--- src/rtl/orl_pkg.sv ---
package orl_pkg;

   // list geometry
   localparam int DEPTH = 16;
   localparam int IDX_W = (DEPTH > 1) ? $clog2(DEPTH) : 1;
   localparam int CNT_W = $clog2(DEPTH + 1);

   // word field widths
   localparam int OP_W  = 2;
   localparam int FLD_W = 32;
   localparam int REC_W = 4 * FLD_W;
   localparam int ST_W  = 2;
   localparam int POS_W = 4;
   localparam int REM_W = 5;
   localparam int OCC_W = 5;

   typedef enum logic [OP_W-1:0] {
      OP_FRONT  = 2'd0,
      OP_BACK   = 2'd1,
      OP_SEARCH = 2'd2,
      OP_DELETE = 2'd3
   } op_type;

   typedef enum logic [ST_W-1:0] {
      ST_DONE = 2'd0,
      ST_MISS = 2'd1,
      ST_FULL = 2'd2
   } status_type;

   typedef enum logic [1:0] {
      S_IDLE,
      S_WALK,
      S_FINISH
   } state_type;

   // controller to datapath
   typedef struct packed {
      logic accept;
      logic walk;
      logic finish;
   } cmd_type;

   // datapath to controller
   typedef struct packed {
      logic need_walk;
      logic walk_done;
      logic out_free;
   } sts_type;

endpackage

--- src/rtl/orl_ram.sv ---
module orl_ram #(
   parameter int WIDTH = 8,
   parameter int DEPTH = 16,
   parameter int ADDR_W = (DEPTH > 1) ? $clog2(DEPTH) : 1
) (
   input  logic              clock,
   input  logic              wr_en,
   input  logic [ADDR_W-1:0] wr_addr,
   input  logic [WIDTH-1:0]  wr_data,
   input  logic              rd_en,
   input  logic [ADDR_W-1:0] rd_addr,
   output logic [WIDTH-1:0]  rd_data
);

   logic [WIDTH-1:0] mem_ff [DEPTH];
   logic [WIDTH-1:0] rd_data_ff;

   // one write port, one registered read port
   always_ff @(posedge clock) begin
      if (wr_en) begin
         mem_ff[wr_addr] <= wr_data;
      end
      if (rd_en) begin
         rd_data_ff <= mem_ff[rd_addr];
      end
   end

   assign rd_data = rd_data_ff;

endmodule

--- src/rtl/orl_ctrl.sv ---
module orl_ctrl (
   input  logic             clock,
   input  logic             reset,
   input  logic             req_valid,
   output logic             req_ready,
   input  orl_pkg::sts_type sts,
   output orl_pkg::cmd_type cmd
);

   import orl_pkg::*;

   state_type state_ff;
   state_type state_in;

   // state register
   always_ff @(posedge clock) begin
      if (reset) begin
         state_ff <= S_IDLE;
      end else begin
         state_ff <= state_in;
      end
   end

   // next state
   always_comb begin
      state_in = state_ff;
      unique case (state_ff)
         S_IDLE: begin
            if (req_valid) begin
               state_in = sts.need_walk ? S_WALK : S_FINISH;
            end
         end
         S_WALK: begin
            if (sts.walk_done) begin
               state_in = S_FINISH;
            end
         end
         S_FINISH: begin
            if (sts.out_free) begin
               state_in = S_IDLE;
            end
         end
         default: begin
            state_in = S_IDLE;
         end
      endcase
   end

   // outputs
   always_comb begin
      req_ready  = 1'b0;
      cmd.accept = 1'b0;
      cmd.walk   = 1'b0;
      cmd.finish = 1'b0;
      unique case (state_ff)
         S_IDLE: begin
            req_ready  = 1'b1;
            cmd.accept = req_valid;
         end
         S_WALK: begin
            cmd.walk = 1'b1;
         end
         S_FINISH: begin
            cmd.finish = sts.out_free;
         end
         default: begin
            req_ready = 1'b0;
         end
      endcase
   end

   // an accepted word that needs a walk is followed by a walk
   a_walk_after_accept: assert property (@(posedge clock) disable iff (reset)
      cmd.accept && sts.need_walk |=> cmd.walk)
      else $error("walk did not start after accept");

   // no new word is taken while a walk runs or a result is being committed
   a_no_overlap: assert property (@(posedge clock) disable iff (reset)
      !(cmd.accept && (cmd.walk || cmd.finish)))
      else $error("accept overlaps walk or finish");

   // finish leaves the controller idle
   a_finish_idle: assert property (@(posedge clock) disable iff (reset)
      cmd.finish |=> req_ready)
      else $error("not idle after finish");

endmodule

--- src/rtl/orl_dp.sv ---
module orl_dp (
   input  logic                             clock,
   input  logic                             reset,
   input  orl_pkg::cmd_type                 cmd,
   output orl_pkg::sts_type                 sts,
   input  logic [orl_pkg::OP_W-1:0]         req_operation,
   input  logic signed [orl_pkg::FLD_W-1:0] req_field_a,
   input  logic signed [orl_pkg::FLD_W-1:0] req_field_b,
   input  logic signed [orl_pkg::FLD_W-1:0] req_field_c,
   input  logic signed [orl_pkg::FLD_W-1:0] req_field_d,
   output logic                             rsp_valid,
   input  logic                             rsp_ready,
   output logic [orl_pkg::ST_W-1:0]         rsp_status,
   output logic [orl_pkg::POS_W-1:0]        rsp_position,
   output logic [orl_pkg::REM_W-1:0]        rsp_removed,
   output logic [orl_pkg::OCC_W-1:0]        rsp_occupancy
);

   import orl_pkg::*;

   // control registers
   logic [CNT_W-1:0] count_ff, count_in;
   logic             data_vld_ff, data_vld_in;
   logic             rsp_valid_ff, rsp_valid_in;

   // working registers
   op_type           op_ff, op_in;
   logic [REC_W-1:0] key_ff, key_in;
   logic [CNT_W-1:0] scan_ff, scan_in;
   logic [IDX_W-1:0] data_idx_ff, data_idx_in;
   logic [CNT_W-1:0] kept_ff, kept_in;
   logic [CNT_W-1:0] removed_ff, removed_in;
   logic             found_ff, found_in;
   logic [IDX_W-1:0] found_idx_ff, found_idx_in;

   // result registers
   status_type       rsp_status_ff, rsp_status_in;
   logic [POS_W-1:0] rsp_position_ff, rsp_position_in;
   logic [REM_W-1:0] rsp_removed_ff, rsp_removed_in;
   logic [OCC_W-1:0] rsp_occupancy_ff, rsp_occupancy_in;

   // record memory
   logic             wr_en;
   logic [IDX_W-1:0] wr_addr;
   logic [REC_W-1:0] wr_data;
   logic             rd_en;
   logic [IDX_W-1:0] rd_addr;
   logic [REC_W-1:0] rd_data;

   logic             full;
   logic             match;
   logic             issue;
   logic [CNT_W-1:0] down_addr;

   orl_ram #(
      .WIDTH (REC_W),
      .DEPTH (DEPTH)
   ) u_ram (
      .clock   (clock),
      .wr_en   (wr_en),
      .wr_addr (wr_addr),
      .wr_data (wr_data),
      .rd_en   (rd_en),
      .rd_addr (rd_addr),
      .rd_data (rd_data)
   );

   assign full      = (count_ff == CNT_W'(DEPTH));
   assign match     = (rd_data == key_ff);
   assign issue     = (scan_ff < count_ff);
   assign down_addr = count_ff - scan_ff - CNT_W'(1);

   // status to controller
   always_comb begin
      op_type req_op;
      req_op        = op_type'(req_operation);
      sts.need_walk = (req_op == OP_SEARCH) || (req_op == OP_DELETE) ||
                      ((req_op == OP_FRONT) && !full);
      sts.walk_done = !issue && !data_vld_ff;
      sts.out_free  = !rsp_valid_ff || rsp_ready;
   end

   // next values
   always_comb begin
      count_in         = count_ff;
      data_vld_in      = data_vld_ff;
      op_in            = op_ff;
      key_in           = key_ff;
      scan_in          = scan_ff;
      data_idx_in      = data_idx_ff;
      kept_in          = kept_ff;
      removed_in       = removed_ff;
      found_in         = found_ff;
      found_idx_in     = found_idx_ff;
      rsp_status_in    = rsp_status_ff;
      rsp_position_in  = rsp_position_ff;
      rsp_removed_in   = rsp_removed_ff;
      rsp_occupancy_in = rsp_occupancy_ff;
      rsp_valid_in     = rsp_valid_ff && !rsp_ready;
      wr_en            = 1'b0;
      wr_addr          = '0;
      wr_data          = rd_data;
      rd_en            = 1'b0;
      rd_addr          = '0;

      // load a new word
      if (cmd.accept) begin
         op_in        = op_type'(req_operation);
         key_in       = {req_field_a, req_field_b, req_field_c, req_field_d};
         scan_in      = '0;
         data_vld_in  = 1'b0;
         kept_in      = '0;
         removed_in   = '0;
         found_in     = 1'b0;
         found_idx_in = '0;
      end

      // walk: issue one read, handle the entry read last cycle
      if (cmd.walk) begin
         data_vld_in = issue;
         if (issue) begin
            rd_en   = 1'b1;
            rd_addr = (op_ff == OP_FRONT) ? down_addr[IDX_W-1:0] : scan_ff[IDX_W-1:0];
            scan_in = scan_ff + CNT_W'(1);
         end
         data_idx_in = rd_addr;
         if (data_vld_ff) begin
            case (op_ff)
               OP_FRONT: begin
                  // shift toward the back
                  wr_en   = 1'b1;
                  wr_addr = data_idx_ff + IDX_W'(1);
               end
               OP_SEARCH: begin
                  if (match && !found_ff) begin
                     found_in     = 1'b1;
                     found_idx_in = data_idx_ff;
                  end
               end
               OP_DELETE: begin
                  // compact the survivors
                  if (match) begin
                     removed_in = removed_ff + CNT_W'(1);
                  end else begin
                     wr_en   = 1'b1;
                     wr_addr = kept_ff[IDX_W-1:0];
                     kept_in = kept_ff + CNT_W'(1);
                  end
               end
               default: begin
                  wr_en = 1'b0;
               end
            endcase
         end
      end

      // commit and present the result
      if (cmd.finish) begin
         rsp_valid_in    = 1'b1;
         rsp_status_in   = ST_DONE;
         rsp_position_in = '0;
         rsp_removed_in  = '0;
         case (op_ff)
            OP_FRONT, OP_BACK: begin
               if (full) begin
                  rsp_status_in = ST_FULL;
               end else begin
                  wr_en    = 1'b1;
                  wr_addr  = (op_ff == OP_FRONT) ? '0 : count_ff[IDX_W-1:0];
                  wr_data  = key_ff;
                  count_in = count_ff + CNT_W'(1);
               end
            end
            OP_SEARCH: begin
               rsp_status_in   = found_ff ? ST_DONE : ST_MISS;
               rsp_position_in = found_ff ? POS_W'(found_idx_ff) : '0;
            end
            OP_DELETE: begin
               rsp_status_in  = (removed_ff != '0) ? ST_DONE : ST_MISS;
               rsp_removed_in = REM_W'(removed_ff);
               count_in       = kept_ff;
            end
            default: begin
               rsp_status_in = ST_DONE;
            end
         endcase
         rsp_occupancy_in = OCC_W'(count_in);
      end
   end

   // control registers
   always_ff @(posedge clock) begin
      if (reset) begin
         count_ff     <= '0;
         data_vld_ff  <= 1'b0;
         rsp_valid_ff <= 1'b0;
      end else begin
         count_ff     <= count_in;
         data_vld_ff  <= data_vld_in;
         rsp_valid_ff <= rsp_valid_in;
      end
   end

   // payload registers
   always_ff @(posedge clock) begin
      op_ff            <= op_in;
      key_ff           <= key_in;
      scan_ff          <= scan_in;
      data_idx_ff      <= data_idx_in;
      kept_ff          <= kept_in;
      removed_ff       <= removed_in;
      found_ff         <= found_in;
      found_idx_ff     <= found_idx_in;
      rsp_status_ff    <= rsp_status_in;
      rsp_position_ff  <= rsp_position_in;
      rsp_removed_ff   <= rsp_removed_in;
      rsp_occupancy_ff <= rsp_occupancy_in;
   end

   assign rsp_valid     = rsp_valid_ff;
   assign rsp_status    = rsp_status_ff;
   assign rsp_position  = rsp_position_ff;
   assign rsp_removed   = rsp_removed_ff;
   assign rsp_occupancy = rsp_occupancy_ff;

   // occupancy never exceeds the list size
   a_count_range: assert property (@(posedge clock) disable iff (reset)
      count_ff <= CNT_W'(DEPTH))
      else $error("occupancy above list size");

   // delete never accounts for more entries than are held
   a_delete_sum: assert property (@(posedge clock) disable iff (reset)
      cmd.walk && op_ff == OP_DELETE |-> (kept_ff + removed_ff) <= count_ff)
      else $error("delete bookkeeping overrun");

   // result is only committed into a free output register
   a_finish_free: assert property (@(posedge clock) disable iff (reset)
      cmd.finish |-> (!rsp_valid_ff || rsp_ready))
      else $error("result overwritten");

   // memory writes stay inside the list
   a_wr_range: assert property (@(posedge clock) disable iff (reset)
      wr_en |-> CNT_W'(wr_addr) < CNT_W'(DEPTH))
      else $error("write beyond list");

endmodule

--- src/rtl/ordered_record_list.sv ---
// append and refused inserts go from accept straight to committing their result;
// front insert, search and delete first walk the list, one record read per cycle,
// shifting the records back for a front insert and compacting them for a delete
// flow: one word in progress at a time, the next is taken while a result waits;
// a new word is taken only once the last result is committed to the output register
// reset: occupancy and handshake state clear, record storage is left as is
module ordered_record_list (
   input  logic                             clock,
   input  logic                             reset,
   input  logic                             req_valid,
   output logic                             req_ready,
   input  logic [orl_pkg::OP_W-1:0]         req_operation,
   input  logic signed [orl_pkg::FLD_W-1:0] req_field_a,
   input  logic signed [orl_pkg::FLD_W-1:0] req_field_b,
   input  logic signed [orl_pkg::FLD_W-1:0] req_field_c,
   input  logic signed [orl_pkg::FLD_W-1:0] req_field_d,
   output logic                             rsp_valid,
   input  logic                             rsp_ready,
   output logic [orl_pkg::ST_W-1:0]         rsp_status,
   output logic [orl_pkg::POS_W-1:0]        rsp_position,
   output logic [orl_pkg::REM_W-1:0]        rsp_removed,
   output logic [orl_pkg::OCC_W-1:0]        rsp_occupancy
);

   import orl_pkg::*;

   cmd_type cmd;
   sts_type sts;

   // sequencing
   orl_ctrl u_ctrl (
      .clock     (clock),
      .reset     (reset),
      .req_valid (req_valid),
      .req_ready (req_ready),
      .sts       (sts),
      .cmd       (cmd)
   );

   // record storage and result
   orl_dp u_dp (
      .clock         (clock),
      .reset         (reset),
      .cmd           (cmd),
      .sts           (sts),
      .req_operation (req_operation),
      .req_field_a   (req_field_a),
      .req_field_b   (req_field_b),
      .req_field_c   (req_field_c),
      .req_field_d   (req_field_d),
      .rsp_valid     (rsp_valid),
      .rsp_ready     (rsp_ready),
      .rsp_status    (rsp_status),
      .rsp_position  (rsp_position),
      .rsp_removed   (rsp_removed),
      .rsp_occupancy (rsp_occupancy)
   );

endmodule

--- config.mk ---
export PLATFORM = sky130hd
export DESIGN_NAME = ordered_record_list
export DESIGN_NICKNAME = d
export VERILOG_FILES = /design/src/rtl/orl_pkg.sv /design/src/rtl/orl_ram.sv /design/src/rtl/orl_ctrl.sv /design/src/rtl/orl_dp.sv /design/src/rtl/ordered_record_list.sv
export SDC_FILE = /design/constraint.sdc
export NUM_CORES = 2
export LEC_CHECK = 0
export ABC_AREA = 1
export BUFFER_PORTS_ARGS = -buffer_cell sky130_fd_sc_hd__buf_2
export CAP_MARGIN = 20
export CELL_PAD_IN_SITES_DETAIL_PLACEMENT = 0
export CELL_PAD_IN_SITES_GLOBAL_PLACEMENT = 1
export CORE_ASPECT_RATIO = 0.5
export CORE_MARGIN = 3
export CORE_UTILIZATION = 42
export DETAILED_ROUTE_END_ITERATION = 6
export HOLD_SLACK_MARGIN = 0.15
export PLACE_DENSITY = 0.65
export SYNTH_ARGS = -nofsm -noshare
export SYNTH_HDL_FRONTEND = slang
export SYNTH_SLANG_ARGS = --single-unit
--- constraint.sdc ---
create_clock -name clock -period 7.55 [get_ports clock]
set_input_delay 0.3775 -clock clock [delete_from_list [all_inputs] [get_ports clock]]
set_output_delay 0.3775 -clock clock [all_outputs]
set_load 0.005 [all_outputs]
==> load_flow_metrics.sql <==
INSERT INTO impl_metrics (metric_group, metric, value, unit) VALUES
('worst_setup_path', 'critical_path_peak_fanout', '25', ''),
('clock_tree', 'clock_sinks', '2355', ''),
('floorplanning', 'start_util', '42.5', '%'),
('worst_setup_path', 'crit_path_start_kind', 'flop', ''),
('placement', 'port_buffers', '151', ''),
('job', 'max_cap_viols', '0', ''),
('clock_tree', 'count_of_instances_resized_after_the_clock_tree_is_built', '0', ''),
('final_layout', 'final_nets', '7322', ''),
('worst_setup_path', 'crit_path_cell_trace', 'xnor2_1, nand2_1, nor2_1, nand2_1, nor2_1, nand2_1, nor2_1, nand2_1, nand2_1, nand2_1, a21oi_1, nand3_1, nor2_4, buf_4', ''),
('sta', 'fin_setup_tns', '0', 'ns'),
('global_route', 'grt.overflow.total', '0', ''),
('worst_setup_path', 'cpMaxStageDelayCell', 'sky130_fd_sc_hd__nor2_4', ''),
('worst_setup_path', 'critical_path_class', 'reg -> reg', ''),
('sta', 'final_max_slew_viol_count', '0', ''),
('worst_setup_path', 'worst_ep_required_time', '8.00', 'ns'),
('global_route', 'grt_pass1_wl', '395000', 'um'),
('clock_tree', 'cts_tree', 'yes', ''),
('clock_tree', 'cts.path.max_buffers', '4', ''),
('worst_setup_path', 'worst_ep_arrival_time', '5.70', 'ns'),
('pwr', 'power.static_leakage', '34.4', 'nW'),
('drt', 'avg_vias_per_cell', '5.58', ''),
('global_route', 'grt_pass1_vias', '55214', ''),
('clock_tree', 'cts-htree-levels', '4', ''),
('yosys', 'yosys.area.top_type', 'sky130_fd_sc_hd__edfxtp_1', ''),
('final_layout', 'layout.cells.most_common_list', 'sky130_fd_sc_hd__edfxtp_1, sky130_fd_sc_hd__nor2_1, sky130_fd_sc_hd__o211ai_1', ''),
('worst_setup_path', 'crit_path_end_kind', 'flop', ''),
('sta', 'fmaxAchievable', '190', 'MHz'),
('sta', 'postLayoutSetupSlackWorst', '2.30', 'ns'),
('final_layout', 'fin_cells', '10326', ''),
('clock_tree', 'path_clk_slew', '0.07', 'ns'),
('yosys', 'syn_nets', '7166', ''),
('floorplanning', 'ports_placed_on_the_boundary', '152', ''),
('global_route', 'antenna_found_initial', '16', ''),
('sta', 'final-setup-viol-count', '0', ''),
('clock_tree', 'cts_buffers', '219', ''),
('yosys', 'seq_total_area_yosys', '74.5', '%'),
('floorplanning', 'die_y', '342', 'um'),
('pwr', 'power.share.sequential', '47.9', '%'),
('status', 'outcome', 'complete, no violations', ''),
('yosys', 'synth_area_per_cell', '13.5', 'um2'),
('final_layout', 'flow.area_growth_from_synthesis', '12.4', '%'),
('drt', 'detailedRoute.firstPassIterationCount', '5', ''),
('worst_setup_path', 'critical-path-max-stage-delay', '0.92', 'ns'),
('floorplanning', 'fp.dieArea', '0.231', 'mm2'),
('placement', 'gpl.final_weighted_congestion', '0.770', ''),
('pwr', 'clk_network_pwr_share', '29.9', '%'),
('final_layout', 'share_of_layout_cells_above_drive_strength_1', '11.9', '%'),
('sta', 'clock_skew', '0.0795', 'ns'),
('pwr', 'intPower', '24.5', 'mW'),
('yosys', 'synth_top_area_share', '73.9', '%'),
('yosys', 'synthesized_area', '0.0946', 'mm2'),
('sta', 'max_slew_margin', '11.6', '%'),
('sta', 'grt_setup_unrepaired', 'false', ''),
('placement', 'dp.final_hpwl', '134000', 'um'),
('hold_path', 'min-delay-path-class', 'in -> reg', ''),
('drt', 'first_iter_violations', '6049', ''),
('worst_setup_path', 'critical-path-top-cell-by-count', 'sky130_fd_sc_hd__nand2_1', ''),
('drt', 'route.detailed.wl_per_inst', '26.4', 'um'),
('sta', 'tightest_slew', '1.33', 'ns'),
('pwr', 'peakVddDrop', '0.430', 'mV'),
('drt', 'drt.antenna.violating_nets', '0', ''),
('sta', 'min_period', '5.25', 'ns'),
('floorplanning', 'core_area', '0.223', 'mm2'),
('pwr', 'switching_share', '31.5', '%'),
('pwr', 'power.switching', '11.3', 'mW'),
('clock_tree', 'clk_latency', '0.88', 'ns'),
('placement', 'worst_slack_placed', '2.41', 'ns'),
('final_layout', 'layout_commonest_cell', 'sky130_fd_sc_hd__edfxtp_1', ''),
('drt', 'drc', '0', ''),
('clock_tree', 'root_buffer', 'sky130_fd_sc_hd__clkbuf_16', ''),
('yosys', 'number_of_library_cell_types_mapped_by_synthesis', '44', '');
## worst max-delay path: cells and delay by family (launching register included)
family          cells  cell delay, ns
xor+xnor            1            0.42
compound gates      1            0.22
simple gates       11            3.16
buf+inv             1            0.57
flops               1            0.40
## layer usage
layer / vias up / GRT usage (%) / wire (um)
met2: 1763 / 36.3 / 125000
met5: - / 0 / 64
li1: 26188 / - / -
met4: 10 / 5.81 / 6430
met1: 29241 / 33.5 / 123000
met3: 366 / 4.22 / 18200
## registers in the layout (all words and copies together) (netlist names), 2 cells and up
name / cells
u_dp.u_ram.mem_ff: 2048
u_dp.key_ff: 128
u_dp.u_ram.rd_data: 128
u_dp.count_ff: 5
u_dp.kept_ff: 5
u_dp.removed_ff: 5
u_dp.rsp_occupancy: 5
u_dp.rsp_removed: 5
u_dp.scan_ff: 5
u_dp.data_idx_ff: 4
u_dp.found_idx_ff: 4
u_dp.rsp_position: 4
u_ctrl.state_ff: 2
u_dp.op_ff: 2
u_dp.rsp_status: 2
## metrics by stage
stage / power [mW] / hold slack, ns / instance area (um2) / util, %
after floorplan: 22.1 / 0.436 / 94600 / -
after global placement: 25.2 / 0.460 / 98200 / 44.1
after detailed placement: 25.3 / 0.464 / 98200 / 44.1
after CTS: 36.0 / 0.155 / 106000 / 47.7
after global routing: 37.3 / 0.194 / 106000 / 47.7
final: 35.8 / 0.220 / 106000 / 47.8
## area by class of cell
type | count | area [um2]
repair buffers | 388 | 3370
diodes | 8 | 20.0
multi-input cells | 4098 | 21600
flip-flops and latches | 2355 | 70400
fillers | 19412 | 116000
well taps | 2976 | 3720
clock buffers | 275 | 5740
clock inverters | 119 | 943
inverters | 107 | 457
## power by group through the flow
stage / clock network [mW] / registers [mW] / logic [mW]
detailed placement: 0 / 17.4 / 7.86
finish: 10.7 / 17.1 / 7.94
global placement: 0 / 17.4 / 7.84
global route: 11.4 / 17.2 / 8.69
floorplan: 0 / 17.4 / 4.77
CTS: 10.9 / 17.1 / 7.94
## repair_timing
item / CTS / global route
buffers inserted: 0 / 0
hold endpoints to repair: 139 / 0
setup endpoints to repair: 0 / 0
hold buffers: 134 / 0
## logic make-up after synthesis
kind of cell	synth area share (%)
adders and majority gates	0.259
xor gates and xnor gates	1.08
buffers and inverters	2.85
DFF	74.5
and+or+nand+nor	10.4
AOI/OAI and AO/OA	10.9
## cells in the mapped netlist (all sizes together)
cell / number
edfxtp: 2326
nor2: 1120
o21ai: 814
o211ai: 769
nand2: 676
nand3: 281
or2: 256
clkbuf: 231
buf: 222
xnor2: 113
inv: 107
dfxtp: 29
ha: 18
a21oi: 17
nand4: 6
a211oi: 5
o31ai: 4
xor2: 4
nor3: 3
a21o: 2
o22ai: 2
a22o: 1
a22oi: 1
a32oi: 1
and2: 1
fa: 1
nor4: 1
o21a: 1
o21bai: 1
## path summary, 6_finish.rpt
path / from / endpoint / slack, ns / depth (start not counted)
max: u_dp.key_ff[118]$_DFFE_PP_ / u_dp.u_ram.mem_ff[0][116]$_DFFE_PP_ / 2.30 / 14
min: req_field_d[6] / u_dp.key_ff[6]$_DFFE_PP_ / 0.22 / 2
max reg2reg: u_dp.key_ff[118]$_DFFE_PP_ / u_dp.u_ram.mem_ff[0][116]$_DFFE_PP_ / 2.30 / 14
min reg2reg: u_dp.found_idx_ff[1]$_DFF_P_ / u_dp.found_idx_ff[1]$_DFF_P_ / 0.47 / 2
(Power assumes the default switching activity.)
